$ cat config.mk
export PLATFORM = sky130hd
export DESIGN_NAME = config_write_frame_builder_flat
export DESIGN_NICKNAME = d
export VERILOG_FILES = /design/src/rtl/cwfb_pkg.sv /design/src/rtl/cwfb_in_if.sv /design/src/rtl/cwfb_out_if.sv /design/src/rtl/cwfb_useq.sv /design/src/rtl/cwfb_dpath.sv /design/src/rtl/config_write_frame_builder.sv /design/src/flat_wrapper.sv
export VERILOG_INCLUDE_DIRS = /design/src /design/src/rtl
export SDC_FILE = /design/constraint.sdc
export NUM_CORES = 1
export LEC_CHECK = 0
export BUFFER_PORTS_ARGS = -buffer_cell sky130_fd_sc_hd__buf_2
export CAP_MARGIN = 5
export CORE_MARGIN = 2
export CORE_UTILIZATION = 33
export CTS_CLUSTER_SIZE = 14
export DETAILED_ROUTE_END_ITERATION = 8
export GPL_TIMING_DRIVEN = 0
export PLACE_DENSITY = 0.47
export SLEW_MARGIN = 15
export SYNTH_ARGS = -nofsm -noshare
export SYNTH_HDL_FRONTEND = slang
export SYNTH_SLANG_ARGS = --single-unit
$ cat constraint.sdc
create_clock -name clk_i -period 4.78 [get_ports clk_i]
set_clock_uncertainty 0.1 [all_clocks]
set_input_delay 0.239 -clock clk_i [delete_from_list [all_inputs] [get_ports clk_i]]
set_output_delay 0.239 -clock clk_i [all_outputs]
set_load 0.05 [all_outputs]
$ cat src/rtl/config_write_frame_builder_defines.svh
// Assertion macros for the frame builder. The clock and reset names are those of the top level.
`ifndef CONFIG_WRITE_FRAME_BUILDER_DEFINES_SVH
`define CONFIG_WRITE_FRAME_BUILDER_DEFINES_SVH

// Plain property, checked on every rising clock edge outside reset
`define CWFB_ASSERT(label, prop, msg) \
  label: assert property (@(posedge clk_i) disable iff (!rst_ni) (prop)) else $error(msg);

// Same-cycle implication
`define CWFB_ASSERT_IMPL(label, ante, cons, msg) \
  label: assert property (@(posedge clk_i) disable iff (!rst_ni) (ante) |-> (cons)) \
    else $error(msg);

// Delayed implication
`define CWFB_ASSERT_AFTER2(label, ante, cons, msg) \
  label: assert property (@(posedge clk_i) disable iff (!rst_ni) (ante) |-> ##2 (cons)) \
    else $error(msg);

`endif

$ cat src/rtl/cwfb_pkg.sv
package cwfb_pkg;

  // Configuration store depth and step counter width
  localparam int unsigned CfgByteCount = 6;
  localparam int unsigned StepW        = 3;

  // Frame constants
  localparam logic [7:0]  CmdByte0Bcast   = 8'h00;
  localparam logic [7:0]  CmdByte1        = 8'h01;
  localparam logic [7:0]  CfgByte0Default = 8'hFF;
  localparam logic [14:0] PecSeed         = 15'd16;
  localparam logic [15:0] PecPoly         = 16'h4599;

  typedef enum logic [1:0] {
    MODE_RESEND    = 2'd0,
    MODE_DEFAULTS  = 2'd1,
    MODE_DISCHARGE = 2'd2,
    MODE_UNUSED    = 2'd3
  } mode_e;

  // Byte source of a microcode step
  typedef enum logic [2:0] {
    SRC_CMD0,
    SRC_CMD1,
    SRC_PEC_HI,
    SRC_PEC_LO,
    SRC_CFG
  } src_e;

  // Next-step control
  typedef enum logic [1:0] {
    NX_WAIT_IN,  // wait for a command transaction
    NX_SEQ,      // advance when the byte is emitted
    NX_LOOP,     // jump to target until the last stored byte, then advance
    NX_JUMP      // jump to target when the byte is emitted
  } nxt_e;

  typedef struct packed {
    src_e             src;
    logic             crc_upd;
    logic             crc_seed;
    logic             idx_clr;
    logic             idx_inc;
    logic             last;
    nxt_e             nxt;
    logic [StepW-1:0] target;
  } uword_t;

  // Sequencer to datapath
  typedef struct packed {
    logic   load;   // command taken: update store, capture command byte, seed CRC
    logic   fire;   // current step emits its byte
    uword_t uw;
  } ctrl_t;

  // Datapath to sequencer
  typedef struct packed {
    logic out_busy;
    logic idx_last;
  } stat_t;

  // Program addresses
  localparam logic [StepW-1:0] StepIdle = 3'd0;
  localparam logic [StepW-1:0] StepCfg  = 3'd5;

  // Bytewise CRC15 table
  typedef logic [14:0] pec_tab_t [256];

  function automatic pec_tab_t pec_table_build();
    pec_tab_t    tab;
    logic [15:0] r;
    for (int i = 0; i < 256; i++) begin
      r = 16'(i) << 7;
      for (int b = 0; b < 8; b++) begin
        r = r[14] ? ((r << 1) ^ PecPoly) : (r << 1);
      end
      tab[i] = r[14:0];
    end
    return tab;
  endfunction

  localparam pec_tab_t PecTable = pec_table_build();

  // Microcode ROM
  function automatic uword_t ucode_rom(logic [StepW-1:0] step);
    uword_t uw;
    uw = '0;
    case (step)
      3'd0: uw = '{SRC_CMD0,   1'b0, 1'b0, 1'b0, 1'b0, 1'b0, NX_WAIT_IN, StepIdle};
      3'd1: uw = '{SRC_CMD0,   1'b1, 1'b0, 1'b0, 1'b0, 1'b0, NX_SEQ,     StepIdle};
      3'd2: uw = '{SRC_CMD1,   1'b1, 1'b0, 1'b0, 1'b0, 1'b0, NX_SEQ,     StepIdle};
      3'd3: uw = '{SRC_PEC_HI, 1'b0, 1'b0, 1'b0, 1'b0, 1'b0, NX_SEQ,     StepIdle};
      3'd4: uw = '{SRC_PEC_LO, 1'b0, 1'b1, 1'b1, 1'b0, 1'b0, NX_SEQ,     StepIdle};
      3'd5: uw = '{SRC_CFG,    1'b1, 1'b0, 1'b0, 1'b1, 1'b0, NX_LOOP,    StepCfg};
      3'd6: uw = '{SRC_PEC_HI, 1'b0, 1'b0, 1'b0, 1'b0, 1'b0, NX_SEQ,     StepIdle};
      3'd7: uw = '{SRC_PEC_LO, 1'b0, 1'b0, 1'b0, 1'b0, 1'b1, NX_JUMP,    StepIdle};
      default: uw = '0;
    endcase
    return uw;
  endfunction

endpackage

$ cat src/rtl/cwfb_in_if.sv
interface cwfb_in_if;
  logic        valid;
  logic        ready;
  logic [1:0]  mode;
  logic        broadcast;
  logic [3:0]  chip_address;
  logic [11:0] discharge_cells;
  logic [3:0]  discharge_timeout;

  modport source (
    output valid, mode, broadcast, chip_address, discharge_cells, discharge_timeout,
    input  ready
  );
  modport sink (
    input  valid, mode, broadcast, chip_address, discharge_cells, discharge_timeout,
    output ready
  );
endinterface

$ cat src/rtl/cwfb_out_if.sv
interface cwfb_out_if;
  logic       valid;
  logic       ready;
  logic [7:0] frame_byte;
  logic       frame_last;

  modport source (output valid, frame_byte, frame_last, input ready);
  modport sink   (input valid, frame_byte, frame_last, output ready);
endinterface

$ cat src/rtl/cwfb_useq.sv
module cwfb_useq
  import cwfb_pkg::*;
(
  input  logic       clk_i,
  input  logic       rst_ni,
  input  logic       in_valid_i,
  input  logic [1:0] in_mode_i,
  input  stat_t      stat_i,
  output logic       in_ready_o,
  output ctrl_t      ctrl_o
);

  logic [StepW-1:0] step_q, step_d;
  uword_t           uw;
  logic             load, fire;

  // Decode the current step
  always_comb begin
    uw         = ucode_rom(step_q);
    in_ready_o = (uw.nxt == NX_WAIT_IN);
    load       = in_valid_i && in_ready_o && (in_mode_i != MODE_UNUSED);
    fire       = (uw.nxt != NX_WAIT_IN) && !stat_i.out_busy;
  end

  // Next step
  always_comb begin
    step_d = step_q;
    case (uw.nxt)
      NX_WAIT_IN: if (load) begin
        step_d = step_q + 1'b1;
      end
      NX_SEQ: if (fire) begin
        step_d = step_q + 1'b1;
      end
      NX_LOOP: if (fire) begin
        step_d = stat_i.idx_last ? step_q + 1'b1 : uw.target;
      end
      NX_JUMP: if (fire) begin
        step_d = uw.target;
      end
      default: step_d = StepIdle;
    endcase
  end

  always_ff @(posedge clk_i or negedge rst_ni) begin
    if (!rst_ni) begin
      step_q <= StepIdle;
    end else begin
      step_q <= step_d;
    end
  end

  assign ctrl_o = '{load: load, fire: fire, uw: uw};

endmodule

$ cat src/rtl/cwfb_dpath.sv
module cwfb_dpath
  import cwfb_pkg::*;
#(
  parameter int unsigned CfgBytes = CfgByteCount
) (
  input  logic        clk_i,
  input  logic        rst_ni,
  input  ctrl_t       ctrl_i,
  input  logic [1:0]  mode_i,
  input  logic        broadcast_i,
  input  logic [3:0]  chip_address_i,
  input  logic [11:0] discharge_cells_i,
  input  logic [3:0]  discharge_timeout_i,
  input  logic        out_ready_i,
  output logic        out_valid_o,
  output logic [7:0]  frame_byte_o,
  output logic        frame_last_o,
  output stat_t       stat_o
);

  localparam int unsigned IdxW     = $clog2(CfgBytes);
  localparam int unsigned BmpLoIdx = CfgBytes - 2;
  localparam int unsigned BmpHiIdx = CfgBytes - 1;

  logic [7:0]      cfg_q [CfgBytes];
  logic [7:0]      cmd0_q;
  logic [IdxW-1:0] idx_q;
  logic [14:0]     crc_q, crc_d;
  logic [15:0]     pec;
  logic [7:0]      byte_sel;
  logic            out_valid_q;
  logic [7:0]      byte_q;
  logic            last_q;

  assign pec = {crc_q, 1'b0};

  // Byte source mux
  always_comb begin
    case (ctrl_i.uw.src)
      SRC_CMD0:   byte_sel = cmd0_q;
      SRC_CMD1:   byte_sel = CmdByte1;
      SRC_PEC_HI: byte_sel = pec[15:8];
      SRC_PEC_LO: byte_sel = pec[7:0];
      SRC_CFG:    byte_sel = cfg_q[idx_q];
      default:    byte_sel = '0;
    endcase
  end

  // CRC15, one byte per step
  always_comb begin
    crc_d = crc_q;
    if (ctrl_i.load || (ctrl_i.fire && ctrl_i.uw.crc_seed)) begin
      crc_d = PecSeed;
    end else if (ctrl_i.fire && ctrl_i.uw.crc_upd) begin
      crc_d = {crc_q[6:0], 8'h00} ^ PecTable[crc_q[14:7] ^ byte_sel];
    end
  end

  always_ff @(posedge clk_i) begin
    crc_q <= crc_d;
  end

  // Command byte 0, captured with the command
  always_ff @(posedge clk_i) begin
    if (ctrl_i.load) begin
      if (broadcast_i || (mode_i == MODE_DEFAULTS)) begin
        cmd0_q <= CmdByte0Bcast;
      end else begin
        cmd0_q <= {1'b1, chip_address_i, 3'b000};
      end
    end
  end

  // Stored configuration bytes
  always_ff @(posedge clk_i or negedge rst_ni) begin
    if (!rst_ni) begin
      for (int i = 0; i < CfgBytes; i++) begin
        cfg_q[i] <= (i == 0) ? CfgByte0Default : 8'h00;
      end
    end else if (ctrl_i.load) begin
      if (mode_i == MODE_DEFAULTS) begin
        for (int i = 0; i < CfgBytes; i++) begin
          cfg_q[i] <= (i == 0) ? CfgByte0Default : 8'h00;
        end
      end else if (mode_i == MODE_DISCHARGE) begin
        cfg_q[BmpLoIdx] <= discharge_cells_i[7:0];
        cfg_q[BmpHiIdx] <= {discharge_timeout_i, discharge_cells_i[11:8]};
      end
    end
  end

  // Store read index
  always_ff @(posedge clk_i or negedge rst_ni) begin
    if (!rst_ni) begin
      idx_q <= '0;
    end else if (ctrl_i.load || (ctrl_i.fire && ctrl_i.uw.idx_clr)) begin
      idx_q <= '0;
    end else if (ctrl_i.fire && ctrl_i.uw.idx_inc && !stat_o.idx_last) begin
      idx_q <= idx_q + 1'b1;
    end
  end

  // Output register
  always_ff @(posedge clk_i or negedge rst_ni) begin
    if (!rst_ni) begin
      out_valid_q <= 1'b0;
    end else if (ctrl_i.fire) begin
      out_valid_q <= 1'b1;
    end else if (out_ready_i) begin
      out_valid_q <= 1'b0;
    end
  end

  always_ff @(posedge clk_i) begin
    if (ctrl_i.fire) begin
      byte_q <= byte_sel;
      last_q <= ctrl_i.uw.last;
    end
  end

  assign out_valid_o     = out_valid_q;
  assign frame_byte_o    = byte_q;
  assign frame_last_o    = last_q;
  assign stat_o.out_busy = out_valid_q && !out_ready_i;
  assign stat_o.idx_last = (idx_q == IdxW'(CfgBytes - 1));

endmodule

$ cat src/rtl/config_write_frame_builder.sv
// Channel   Dir  Role    Payload
// cmd_i     in   sink    mode, broadcast, chip_address, discharge_cells, discharge_timeout
// frame_o   out  source  frame_byte, frame_last
//
// A command is accepted, then twelve frame bytes follow, one per cycle while frame_o is ready,
// paced by the microcode step counter and the single output register.
// The next command is taken while the last byte still waits in the output register.
// A stall on frame_o holds the step counter; an unused mode is taken and dropped.
// Reset restores the power-up configuration bytes and returns the sequencer to idle.
`include "config_write_frame_builder_defines.svh"

module config_write_frame_builder
  import cwfb_pkg::*;
#(
  parameter int unsigned CFG_BYTE_COUNT = CfgByteCount
) (
  input  logic       clk_i,
  input  logic       rst_ni,
  cwfb_in_if.sink    cmd_i,
  cwfb_out_if.source frame_o
);

  ctrl_t ctrl;
  stat_t stat;

  // Step counter and microcode ROM
  cwfb_useq u_useq (
    .clk_i      (clk_i),
    .rst_ni     (rst_ni),
    .in_valid_i (cmd_i.valid),
    .in_mode_i  (cmd_i.mode),
    .stat_i     (stat),
    .in_ready_o (cmd_i.ready),
    .ctrl_o     (ctrl)
  );

  // Store, CRC and output register
  cwfb_dpath #(
    .CfgBytes (CFG_BYTE_COUNT)
  ) u_dpath (
    .clk_i               (clk_i),
    .rst_ni              (rst_ni),
    .ctrl_i              (ctrl),
    .mode_i              (cmd_i.mode),
    .broadcast_i         (cmd_i.broadcast),
    .chip_address_i      (cmd_i.chip_address),
    .discharge_cells_i   (cmd_i.discharge_cells),
    .discharge_timeout_i (cmd_i.discharge_timeout),
    .out_ready_i         (frame_o.ready),
    .out_valid_o         (frame_o.valid),
    .frame_byte_o        (frame_o.frame_byte),
    .frame_last_o        (frame_o.frame_last),
    .stat_o              (stat)
  );

  // Commands are taken only between frames
  `CWFB_ASSERT_IMPL(a_ready_between_frames, cmd_i.ready,
      !frame_o.valid || frame_o.frame_last, "command ready in mid-frame")

  // An offered byte never carries unknown bits
  `CWFB_ASSERT_IMPL(a_payload_known, frame_o.valid,
      !$isunknown(frame_o.frame_byte) && !$isunknown(frame_o.frame_last),
      "unknown frame payload")

  // A valid command starts its frame promptly
  `CWFB_ASSERT_AFTER2(a_frame_starts,
      cmd_i.valid && cmd_i.ready && (cmd_i.mode != MODE_UNUSED),
      frame_o.valid, "frame did not start")

endmodule
$ cat src/flat_wrapper.sv
// flat-port wrapper written by rule: the top's interface ports become plain ports
module config_write_frame_builder_flat import cwfb_pkg::*;
#(
  parameter int unsigned CFG_BYTE_COUNT = CfgByteCount
)
  (clk_i, rst_ni, cmd_i_valid, cmd_i_mode, cmd_i_broadcast, cmd_i_chip_address, cmd_i_discharge_cells, cmd_i_discharge_timeout, cmd_i_ready, frame_o_valid, frame_o_frame_byte, frame_o_frame_last, frame_o_ready);
  cwfb_in_if cmd_i_i ();
  cwfb_out_if frame_o_i ();
  input  logic clk_i;
  input  logic rst_ni;
  input wire logic [$bits(cmd_i_i.valid)-1:0] cmd_i_valid;
  input wire logic [$bits(cmd_i_i.mode)-1:0] cmd_i_mode;
  input wire logic [$bits(cmd_i_i.broadcast)-1:0] cmd_i_broadcast;
  input wire logic [$bits(cmd_i_i.chip_address)-1:0] cmd_i_chip_address;
  input wire logic [$bits(cmd_i_i.discharge_cells)-1:0] cmd_i_discharge_cells;
  input wire logic [$bits(cmd_i_i.discharge_timeout)-1:0] cmd_i_discharge_timeout;
  output wire logic [$bits(cmd_i_i.ready)-1:0] cmd_i_ready;
  output wire logic [$bits(frame_o_i.valid)-1:0] frame_o_valid;
  output wire logic [$bits(frame_o_i.frame_byte)-1:0] frame_o_frame_byte;
  output wire logic [$bits(frame_o_i.frame_last)-1:0] frame_o_frame_last;
  input wire logic [$bits(frame_o_i.ready)-1:0] frame_o_ready;
  assign cmd_i_i.valid = cmd_i_valid;
  assign cmd_i_i.mode = cmd_i_mode;
  assign cmd_i_i.broadcast = cmd_i_broadcast;
  assign cmd_i_i.chip_address = cmd_i_chip_address;
  assign cmd_i_i.discharge_cells = cmd_i_discharge_cells;
  assign cmd_i_i.discharge_timeout = cmd_i_discharge_timeout;
  assign cmd_i_ready = cmd_i_i.ready;
  assign frame_o_valid = frame_o_i.valid;
  assign frame_o_frame_byte = frame_o_i.frame_byte;
  assign frame_o_frame_last = frame_o_i.frame_last;
  assign frame_o_i.ready = frame_o_ready;
  config_write_frame_builder #(.CFG_BYTE_COUNT(CFG_BYTE_COUNT)) u_core (.clk_i(clk_i), .rst_ni(rst_ni), .cmd_i(cmd_i_i), .frame_o(frame_o_i));
endmodule
Word level (Yosys, flattened, before mapping):

Memory sizes are Yosys's and may differ from the RTL's.
Cells that the tools add are included.

* register bits after elaboration: 55
* memories kept: 2
* output and inout port bits: 11
* ROM bits: 3936

Memories
* (no name shown): depth 256, width 15, rd ports 1, clocked after Yosys merged registers in 0, wr ports 0, RTL line cwfb_dpath.sv:55 `crc_d = {crc_q[6:0], 8'h00} ^ PecTable[crc_q[14:7] ^ byte_sel];`
* (no name shown): depth 8, width 12, rd ports 1, clocked after Yosys merged registers in 0, wr ports 0, RTL line cwfb_pkg.sv:88 `case (step)`

* order comparisons: 2
* mux-type cells: 19
* add/subtract/negate cells: 2
* reductions and logical operators: 23
* bitwise operators: 4
* equal/unequal tests: 15

Operator list (count)
* $pmux W8 S5: 1
* $mux W16: 2
* $mux W15: 2
* $bmux W8 S3: 1
* $mux W8: 3
* $mux W3: 7
* $xor A15 B15 Y15: 1
* $pmux W3 S4: 1
* $ge A9 B9 Y1 const B: 1
* $logic_and A1 B1 Y1: 9
* $not A8 Y9: 1
* $ne A2 B2 Y1 const B: 4
* $reduce_bool A2 Y1: 4
* $xor A8 B8 Y8: 1
* $add A3 B1 Y3 const B: 2
* $eq A2 B2 Y1 const B: 3
* $eq A3 B2 Y1 const B: 2
* $eq A3 B3 Y1 const B: 2
* $eq A2 B1 Y1 const B: 2
* $ge A4 B4 Y1 const B: 1
* $not A3 Y4: 1
* $reduce_and A4 Y1: 1
* $eq A3 B1 Y1 const B: 1
* $logic_not A1 Y1: 3
* 6 further kinds: 9

Longest topological paths before layout:

Gate-level depths: netlist of run 1.

* depth in word-level cells: 11
* mapped depth: 15
* depth with buffers taken out: 13

Hierarchy:

A second synthesis of run 1 with hierarchy kept.

* cell total of the unflattened synthesis: 329
* area, all modules: 3328.2 µm²

By module, submodules not included
* cwfb_dpath: area an instance 2880.3 µm², seq. area each 1221.2 µm², instances 1, cells an instance 284
* cwfb_useq: area an instance 447.9 µm², seq. area each 75.1 µm², instances 1, cells an instance 45

Least setup slack after synthesis of run 1:

OpenSTA, ideal clock, no wires.

* kind: register to register
* start point: register u_core.u_useq.step_q[1]
* end point: register u_core.u_dpath.crc_q[13]
* period minus slack after synthesis: 3.409 ns
* stages on the path, launching flop included: 12
* data arrival time: 3.247 ns
* path slack: 1.371 ns
* data required time: 4.618 ns
* cells stage by stage: dfrtp_1 > buf_4 > inv_1 > ha_1 > clkbuf_1 > o31ai_4 > a222oi_1 > mux2i_2 > xor2_2 > xnor2_1 > or4_1 > nand3_1

* word-level cells in the longest chain between the ends: 9
* elaborated cells between the ends (all ways): 21
* classes of those cells: 4 x eq/ne; 3 x mux; 3 x bitwise; 9 x reduce/logical; 2 x memory

RTL lines
* start, declared: RTL line cwfb_useq.sv:13 `logic [StepW-1:0] step_q, step_d;`
* start signal, assigned: RTL line cwfb_useq.sv:47 `step_q <= StepIdle;`
* start signal, assigned: RTL line cwfb_useq.sv:49 `step_q <= step_d;`
* $mem_v2 Z8 W12 (*)
* $eq A3 B3 Y1 (tied with other cells): RTL line cwfb_dpath.sv:39 `case (ctrl_i.uw.src)`
* $pmux W8 S5: RTL line cwfb_dpath.sv:39
* $xor A8 B8 Y8: RTL line cwfb_dpath.sv:55
* $not A8 Y9 (not written as such): RTL line cwfb_dpath.sv:55
* $mem_v2 Z256 W15
* $mux W15 (not written as such) (2 in a row): RTL line cwfb_dpath.sv:55
* $xor A15 B15 Y15: RTL line cwfb_dpath.sv:55
* end signal, assigned: RTL line cwfb_dpath.sv:60 `crc_q <= crc_d;`
* end, declared: RTL line cwfb_dpath.sv:28 `logic [14:0] crc_q, crc_d;`

Every way passes the cells marked *; elsewhere a longest branch is shown, timed or not. The select of a mux whose other input is x is not followed.
A chain may end at the register's enable or synchronous reset.

Worst setup path in the final report of run 1:

Same ends and word-level chain as after synthesis.

==> reports/results.ini, run 1 <==
[outcome]
status=finished clean

[route]
drtIter0Drc=109
vias=2524
dr.pass1.iters=4
drc=0
vias_per_cell=4.82
drt-total-wl_um=7530
routedWlPerCell_um=14.4
ant_nets=0

[floorplan]
core_um2=9330
die_area_um2=10500
fp.dieH_um=102
die-width_um=102
initial_core_util_pct=34.3
ioPinCount=38
rows=35

[synthesis]
syn_area_um2=3200
synthArstFlopShare_pct=44.2
ys_ff_latch=52
syn_avg_cell_area_um2=9.16
synth_edf_count=14
ys_types=51
yosysWarnings=0
synth_flop_cell=dfrtp_1
yosysSeqAreaShare_pct=40.5
syn_nets=390
syn-instance-count=349

[worst_setup_path]
cp_slowest_cell=a222oi_1
cp_max_fo=10
cpPeakStageDelay_ns=0.60
path_cells=buf_4, inv_1, ha_1, clkbuf_1, o31ai_4, a222oi_1, mux2i_2, xor2_2, xnor2_1, or4_1, nand3_1
endpoint_kind=register
cp-endpoint=u_core.u_dpath.crc_q[13]$_SDFFE_PP0P_
crit_arrival_ns=4.22
r2r-start=u_core.u_useq.step_q[1]$_DFFE_PN0P_
r2r-end=u_core.u_dpath.crc_q[13]$_SDFFE_PP0P_
start_kind=register
r2r_cells=11
reg2reg_setup_slack_ns=0.70
critical_path_class=register to register
crit_start=u_core.u_useq.step_q[1]$_DFFE_PN0P_
worstPathRequired_ns=4.93

[global_route]
grt_pass1_wl_um=13200
antenna_found_initial=0
grt_pass1_vias=2562
grt_max_degree=24
grt_use_total_pct=16.0
grt_overflow_total=0

[place]
port_buffers=37
hpwl_um=5690
place.gp.congestion=0.866

[clock_tree]
clkLatencyLatePin_ns=0.31
cts_buffers=5
htree_num_levels=2
root_buffer=clkbuf_8
clk_pin_slew_ns=0.09
cts-resized-gates=0
clock-sinks=52
cts_tree=done
clockBufferDepth=2

[worst_hold_path]
hp-class=input port to register

[sta]
slew_viol_final=0
tns_ns=0
finalSetupViolCount=0
max-slew-margin-rel_pct=30.9
finalCriticalPeriod_ns=4.08
hold_viol=0
rsz0062_at_grt=no
max_freq_mhz=245
tightest_slew_ns=1.03
finalCritPeriodShare_pct=85.3

[final_layout]
final_cell_mix=nand2_1 (56), buf_2 (39), o21ai_0 (37), dfrtp_1 (23), xnor2_1 (20)
areaGrowthSynthToFinish_pct=14.5
fillers=998
num_antenna_cells=0
layout_commonest_cell=nand2_1
drive_gt1_share_pct=15.9
multi_input_area_um2=1760
ff_latch_area_um2=1300
layout.nets=435

[flow_run]
drv_cap=0

-- repair_timing --
item | CTS | global route
buffers inserted | 0 | 0
hold buffers | 1 | 0
hold endpoints to repair | 23 | 0
-- cell usage after synthesis (all sizes together), types with 3 or more instances --
| library cell | count | area [µm²] |
|---|---|---|
| and2 | 7 | 43.8 |
| nand2b | 19 | 119 |
| a31oi | 3 | 18.8 |
| nor2 | 16 | 60.1 |
| dfxtp | 15 | 300 |
| o22ai | 4 | 25.0 |
| a221oi | 4 | 35.0 |
| dfrtp | 23 | 576 |
| mux2i | 20 | 208 |
| nand3 | 8 | 40.0 |
| buf | 6 | 40.0 |
| xor2 | 10 | 95.1 |
| xnor2 | 20 | 175 |
| a21oi | 10 | 50.1 |
| ha | 14 | 175 |
| edfxtp | 14 | 420 |
| a211oi | 4 | 30.0 |
| clkbuf | 12 | 45.0 |
| o21ai | 37 | 185 |
| nand2 | 57 | 216 |
| nor2b | 5 | 38.8 |
| inv | 15 | 56.3 |
-- worst min-delay path by stage --
stage,endpoint,cells after the start,from
final,u_core.u_dpath.out_valid_o$_DFFE_PN0P_,2,frame_o_ready
after global routing,u_core.u_dpath.out_valid_o$_DFFE_PN0P_,2,frame_o_ready
after CTS,u_core.u_dpath.out_valid_o$_DFFE_PN0P_,2,frame_o_ready
after detailed placement,u_core.u_dpath.out_valid_o$_DFFE_PN0P_,1,rst_ni
after global placement,u_core.u_dpath.out_valid_o$_DFFE_PN0P_,1,rst_ni
after floorplan,u_core.u_dpath.cfg_q[0]$_DFFE_PN0P_,0,rst_ni
-- metal layers --
metal	global-route usage, %	wire (µm)	vias up
li1	-	-	1298
met1	22.9	3760	1167
met2	25.6	3420	51
met3	2.39	249	8
met4	3.79	100	0
met5	0	0	-
-- per-stage QoR --
step / util, % / hold WS [ns] / setup slack [ns] / std cells / area (µm²)
floorplan: - / -0.157 / 1.37 / 349 / 3200
global placement: 38.0 / 0.167 / 0.752 / 515 / 3540
detailed placement: 38.0 / 0.174 / 0.762 / 515 / 3550
CTS: 39.2 / 0.0289 / 0.707 / 524 / 3660
global route: 39.2 / 0.0612 / 0.353 / 524 / 3660
finish: 39.2 / 0.0317 / 0.705 / 524 / 3660
-- state kept, by name, indices dropped and copies added, names as in the netlist --
name	cells
u_core.u_dpath.cfg_q	16
u_core.u_dpath.cmd0_q	5
u_core.u_dpath.crc_q	15
u_core.u_dpath.frame_byte_o	8
u_core.u_dpath.frame_last_o	1
u_core.u_dpath.idx_q	3
u_core.u_dpath.out_valid_o	1
u_core.u_useq.step_q	3
-- critical path, delay by kind of cell, from the launching register on --
kind	cells	cell delay, ns
xor+xnor	2	0.62
simple gates	2	0.50
mux	1	0.60
buf+inv	3	0.70
flops	1	0.42
fa+ha+maj	1	0.29
compound gates	2	0.78
-- cell type report --
cell class              count  share of cell area [%]
well taps                 129                    4.41
repair buffers             38                    5.33
clock inverters             1                   0.137
clock buffers               7                    2.67
inverters                  15                    1.54
multi-input cells         264                    48.2
plain buffers              18                    2.32
flip-flops and latches     52                    35.4
-- logic make-up after synthesis --
family,Yosys count,synth area share (%)
AND/OR/NAND/NOR,124,19.4
AO/OA/AOI/OAI,74,14.5
flip-flops,52,40.5
buffers and inverters,33,4.42
XOR/XNOR,30,8.45
multiplexers,22,7.20
adder cells (fa/ha/maj),14,5.48
Power of run 1 is left out: the tool's default activity adds up to more than one toggle a clock period on the data nets, which glitch-free logic cannot reach.
==> run 2, diff against run 1 <==
--- a/config.mk
+++ b/config.mk
@@ -9,11 +9,11 @@
 export BUFFER_PORTS_ARGS = -buffer_cell sky130_fd_sc_hd__buf_2
 export CAP_MARGIN = 5
 export CORE_MARGIN = 2
-export CORE_UTILIZATION = 33
+export CORE_UTILIZATION = 32
 export CTS_CLUSTER_SIZE = 14
 export DETAILED_ROUTE_END_ITERATION = 8
 export GPL_TIMING_DRIVEN = 0
-export PLACE_DENSITY = 0.47
+export PLACE_DENSITY = 0.46
 export SLEW_MARGIN = 15
 export SYNTH_ARGS = -nofsm -noshare
 export SYNTH_HDL_FRONTEND = slang
==> run 2 against run 1 <==
  * Via count shrank 1.0%
  * Critical path depth stayed put
  * Clock-buffer cell count did not move
  * Worst setup slack better by 0.024 ns
  * Wire length increased by 1.1%
  * Critical path type unchanged
  * Critical endpoint unchanged
==> reports/results.ini, run 2 (synthesis results as in run 1) <==
[floorplan]
rows=36
die-width_um=104
fp.dieH_um=104
core_um2=9730
die_area_um2=10800
initial_core_util_pct=32.9
ioPinCount=38

[route]
dr.pass1.iters=4
drtIter0Drc=79
drt-total-wl_um=7610
drc=0
vias_per_cell=4.72
routedWlPerCell_um=14.4
vias=2498
ant_nets=0

[worst_setup_path]
worstPathRequired_ns=4.93
start_kind=register
cp_max_fo=10
critical_path_class=register to register
crit_arrival_ns=4.20
endpoint_kind=register

[clock_tree]
root_buffer=clkbuf_8
clock-sinks=52
clockBufferDepth=2
htree_num_levels=2
cts_buffers=5
clk_pin_slew_ns=0.09
cts_setup_buffers=0
cts-resized-gates=0
cts_tree=done
clkLatencyLatePin_ns=0.31
holdBufCountCts=1

[sta]
finalCriticalPeriod_ns=4.05
finalCritPeriodShare_pct=84.8
max_freq_mhz=247
slew_viol_final=0
rsz0062_at_grt=no
finalSetupViolCount=0
max-slew-margin-rel_pct=24.5
tightest_slew_ns=1.13
tns_ns=0
hold_viol=0

[final_layout]
final_cell_mix=nand2_1 (56), buf_2 (39), o21ai_0 (37), dfrtp_1 (23), xnor2_1 (20)
fillers=1041
largest_reg_flops=16
layout_commonest_cell=nand2_1
areaGrowthSynthToFinish_pct=14.7
layout.nets=436
num_antenna_cells=0
largest_register=u_core.u_dpath.cfg_q
stdcell_area_um2=3670
drive_gt1_share_pct=16.2

[place]
port_buffers=37
hpwl_um=5780
place.gp.congestion=0.816
post_dp_cell_area_um2=3560

[outcome]
status=finished clean

[global_route]
grt_overflow_total=0
grt_max_degree=24
grt_pass1_vias=2444
antenna_found_initial=0
grt_use_total_pct=14.5
grt_pass1_wl_um=12700

[worst_hold_path]
hp-class=input port to register

[flow_run]
drv_cap=0

## run 2: cell count changes in the layout (fill, tap and decap cells not counted), sizes merged
cell	delta
clkinv	-1
buf	+1
inv	+1
## run 2: final timing paths
check                                                     startpoint                                     end  slack, ns  depth (start not counted)
worst min-delay path                                   frame_o_ready  u_core.u_dpath.out_valid_o$_DFFE_PN0P_       0.02                          2
worst max register to register   u_core.u_useq.step_q[1]$_DFFE_PN0P_   u_core.u_dpath.crc_q[13]$_SDFFE_PP0P_       0.73                         11
min in group asynchronous                                     rst_ni    u_core.u_dpath.cfg_q[11]$_DFFE_PN0P_       0.34                          2
max in group asynchronous                                     rst_ni     u_core.u_dpath.idx_q[2]$_DFFE_PN0P_       3.88                          2
worst max-delay path             u_core.u_useq.step_q[1]$_DFFE_PN0P_   u_core.u_dpath.crc_q[13]$_SDFFE_PP0P_       0.73                         11
worst min register to register  u_core.u_dpath.cfg_q[15]$_DFFE_PN0P_    u_core.u_dpath.cfg_q[15]$_DFFE_PN0P_       0.39                          2
## run 2: critical path: stages, from the launching register on
cell and delay [ns]:
dfrtp_1 0.41, buf_4 0.21, inv_1 0.11, ha_1 0.30, clkbuf_1 0.38, o31ai_4 0.19, a222oi_1 0.63, mux2i_2 0.58
xor2_2 0.40, xnor2_1 0.20, or4_1 0.42, nand3_1 0.07
## run 2: final cells by class
class | count | area, µm² | area share (%)
inverter | 15 | 56.3 | 1.54
timing repair buffer | 39 | 206 | 5.63
sequential | 52 | 1300 | 35.4
clock buffer | 7 | 86.3 | 2.35
tap | 133 | 166 | 4.54
clock inverter | 1 | 6.26 | 0.171
multi-input combinational | 264 | 1760 | 48.1
buffer | 18 | 85.1 | 2.32
## run 2: per-layer routing
layer,routed length [µm],vias to the layer above,GRT usage [%]
li1,-,1298,-
met3,290,9,2.38
met2,3470,42,23.6
met4,104,0,3.38
met5,0,-,0
met1,3740,1149,20.1
## run 2: through the flow
stage	hold slack, ns	std cells	setup WS, ns	util [%]
after floorplan	-0.157	349	1.37	-
after global placement	0.168	519	0.738	36.5
after detailed placement	0.170	520	0.759	36.6
after CTS	0.0148	529	0.718	37.7
after global routing	0.0336	529	0.483	37.7
final	0.0236	529	0.729	37.7
Power of run 2 is left out for the same reason.
==> run 3, diff against run 2 <==
--- a/config.mk
+++ b/config.mk
@@ -6,6 +6,7 @@
 export SDC_FILE = /design/constraint.sdc
 export NUM_CORES = 1
 export LEC_CHECK = 0
+export ABC_AREA = 1
 export BUFFER_PORTS_ARGS = -buffer_cell sky130_fd_sc_hd__buf_2
 export CAP_MARGIN = 5
 export CORE_MARGIN = 2
==> constraint.sdc (replaced) <==
create_clock -name clk_i -period 4.2 [get_ports clk_i]
set_clock_uncertainty 0.1 [all_clocks]
set_input_delay 0.21 -clock clk_i [delete_from_list [all_inputs] [get_ports clk_i]]
set_output_delay 0.21 -clock clk_i [all_outputs]
set_load 0.05 [all_outputs]
==> run 3 against run 2 <==
  * Global-route usage up 2.9 points
  * Final cell count is 34% higher
  * Maximum frequency is 26% higher
  * Worst setup slack improved by 0.25 ns
  * First-iteration DRC count up 120%
  * Clock-buffer cell count fell by 1
  * Sequential share of layout area is 3.5 points lower
  * Wire length increased by 27%
  * Synthesized cell count up 50%
  * Die area increased by 12%
  * Core utilization shrank 0.25 points
  * Non-clock buffer count is 6 lower
  * Largest cell class unchanged
==> reports/results.ini, run 3 <==
[outcome]
status=finished clean

[final_layout]
largest_register=u_core.u_dpath.cfg_q
largest_reg_flops=16
final_util_pct=37.4
drive_gt1_share_pct=16.1
final_cell_mix=nand2_1 (174), nand3_1 (72), inv_1 (67), buf_2 (40), o21ai_0 (31)
num_antenna_cells=0
final_cells=711
layout.nets=611
layout_commonest_cell=nand2_1
areaGrowthSynthToFinish_pct=13.7

[global_route]
grt_pass1_vias=3319
grt_max_degree=24
grt_overflow_total=0
grt_pass1_wl_um=16100
antenna_found_initial=0
grt_use_total_pct=17.3

[flow_run]
drv_cap=0

[clock_tree]
cts_tree=done
cts-resized-gates=0
clock-sinks=52
clockBufferDepth=2
root_buffer=clkbuf_8
cts_buffers=5
clkLatencyLatePin_ns=0.32
clk_pin_slew_ns=0.11
htree_num_levels=2

[worst_setup_path]
critical_path_class=register to register
endpoint_kind=register
path_buf_inv=3
path_cells=inv_2, ha_1, nand2_1, nand2_1, nor2_4, nand3_1, nand4_1, nand2_2, ha_1, inv_1, nand2_1, nand2_2, nand2_1, nand2_1, nand3_1, nand3_1, nand2_1, inv_1
path_depth=18
r2r_cells=18
start_kind=register
cpPeakStageDelay_ns=0.52
crit_start=u_core.u_useq.step_q[0]$_DFFE_PN0P_
r2r-start=u_core.u_useq.step_q[0]$_DFFE_PN0P_
worstPathRequired_ns=4.32
cp_max_fo=8
cp_top_family=simple AND/OR/NAND/NOR gates
cp_slowest_cell=dfrtp_1
cpMostUsedCell=nand2_1
crit_arrival_ns=3.34

[place]
port_buffers=37
place.gp.congestion=0.873
dp.cells=701
hpwl_um=7330

[worst_hold_path]
min-delay-start=cmd_i_discharge_cells[7]
hp-class=input port to register
worstHoldPathCells=3

[synthesis]
ys_types=31
yosysWarnings=0
syn_area_um2=3580
synth_edf_count=14
netlist_top_cells_count=nand2_1 (174), nand3_1 (72), inv_1 (67)
syn_avg_cell_area_um2=6.84
ys_ff_latch=52
synth_most_common_cell=nand2_1
synth_flop_cell=dfrtp_1
synthArstFlopShare_pct=44.2
synth_area_leaders=nand2_1 (18%), dfrtp_1 (16%), edfxtp_1 (12%), nand3_1 (10%), dfxtp_1 (8.4%)
syn_nets=565
synth_top_area_share_pct=18.2
synth_largest_area_cell=nand2_1
yosysSeqAreaShare_pct=36.2
syn-instance-count=524

[floorplan]
fp.dieH_um=110
initial_core_util_pct=32.9
ioPinCount=38
die_area_um2=12100
core_um2=10900
rows=38
die-width_um=110

[sta]
tns_ns=0
finalCritPeriodShare_pct=76.8
rsz0062_at_grt=no
finalSetupViolCount=0
tightest_slew_ns=0.615
hold_viol=0
fin_hold_ws_ns=0.00921
max-slew-margin-rel_pct=59.0
finalCriticalPeriod_ns=3.22
slew_viol_final=0
max_freq_mhz=310

[route]
vias=3396
dr.pass1.iters=5
drt-total-wl_um=9680
routedWlPerCell_um=13.6
ant_nets=0
vias_per_cell=4.78
drc=0
drtIter0Drc=172

-- run 3: changes by cell type after synthesis, moves of 7 or more --
cell and delta:
nand2_2 +16, and2_1 -7, clkbuf_1 -7, nand4_1 +10
nand2_1 +118, inv_1 +53, nand2b_1 -19, inv_2 +7
mux2i_1 -18, nand3_1 +64, xnor2_1 -19
-- run 3: repair_timing --
action	in CTS	in global routing
buffers inserted	0	0
hold buffers	2	0
endpoints found under the hold margin	24	0
endpoints found under the setup margin	0	0
-- run 3: per-stage QoR --
step / instance area (µm²) / setup WS [ns]
after floorplan: 3580 / 1.60
after global placement: 3950 / 0.997
after detailed placement: 3950 / 0.964
after CTS: 4080 / 0.954
after global routing: 4080 / 0.666
final: 4080 / 0.975
-- run 3: logic make-up (layout without fill, tap and decap cells) --
| group | after synthesis | after routing | synth area share (%) |
|---|---|---|---|
| simple gates | 306 | 306 | 38.8 |
| buf+inv | 88 | 135 | 9.95 |
| compound gates | 55 | 55 | 8.03 |
| flops | 52 | 52 | 36.2 |
| fa+ha+maj | 14 | 14 | 4.89 |
| xor+xnor | 9 | 9 | 2.20 |
-- run 3: worst paths after layout --
check                                                  endpoint  slack (ns)
setup / recovery           u_core.u_dpath.crc_q[0]$_SDFFE_PP0P_        0.98
hold / removal             u_core.u_dpath.cfg_q[15]$_DFFE_PN0P_       0.009
setup reg to reg           u_core.u_dpath.crc_q[0]$_SDFFE_PP0P_        0.98
hold reg to reg             u_core.u_dpath.cfg_q[7]$_DFFE_PN0P_        0.42
max in group asynchronous   u_core.u_dpath.idx_q[2]$_DFFE_PN0P_        3.34
min in group asynchronous  u_core.u_dpath.cfg_q[14]$_DFFE_PN0P_        0.29
-- run 3: layout make-up --
type	instances	area, µm²
multi-input combinational	384	1930
inverter	76	285
buffer	12	71.3
timing repair buffer	39	205
sequential	52	1300
clock inverter	2	16.3
fill	1222	6810
tap	140	175
clock buffer	6	93.8
-- run 3: worst reg2reg max path, cell delays in order, from the launching register on --
cell     delay, ns
dfrtp_1       0.52
inv_2         0.13
ha_1          0.37
nand2_1       0.14
nand2_1       0.10
nor2_4        0.24
nand3_1       0.15
nand4_1       0.14
nand2_2       0.13
ha_1          0.41
inv_1         0.08
nand2_1       0.08
nand2_2       0.10
nand2_1       0.08
nand2_1       0.08
nand3_1       0.07
nand3_1       0.11
nand2_1       0.09
inv_1         0.03
-- run 3: routing by layer --
metal / track usage (%) / vias to the layer above / routed length, µm
met5: 0 / - / 0
met2: 27.8 / 83 / 4270
met4: 6.33 / 0 / 212
met3: 2.37 / 15 / 392
met1: 23.7 / 1532 / 4810
li1: - / 1766 / -
Power of run 3 is left out for the same reason.
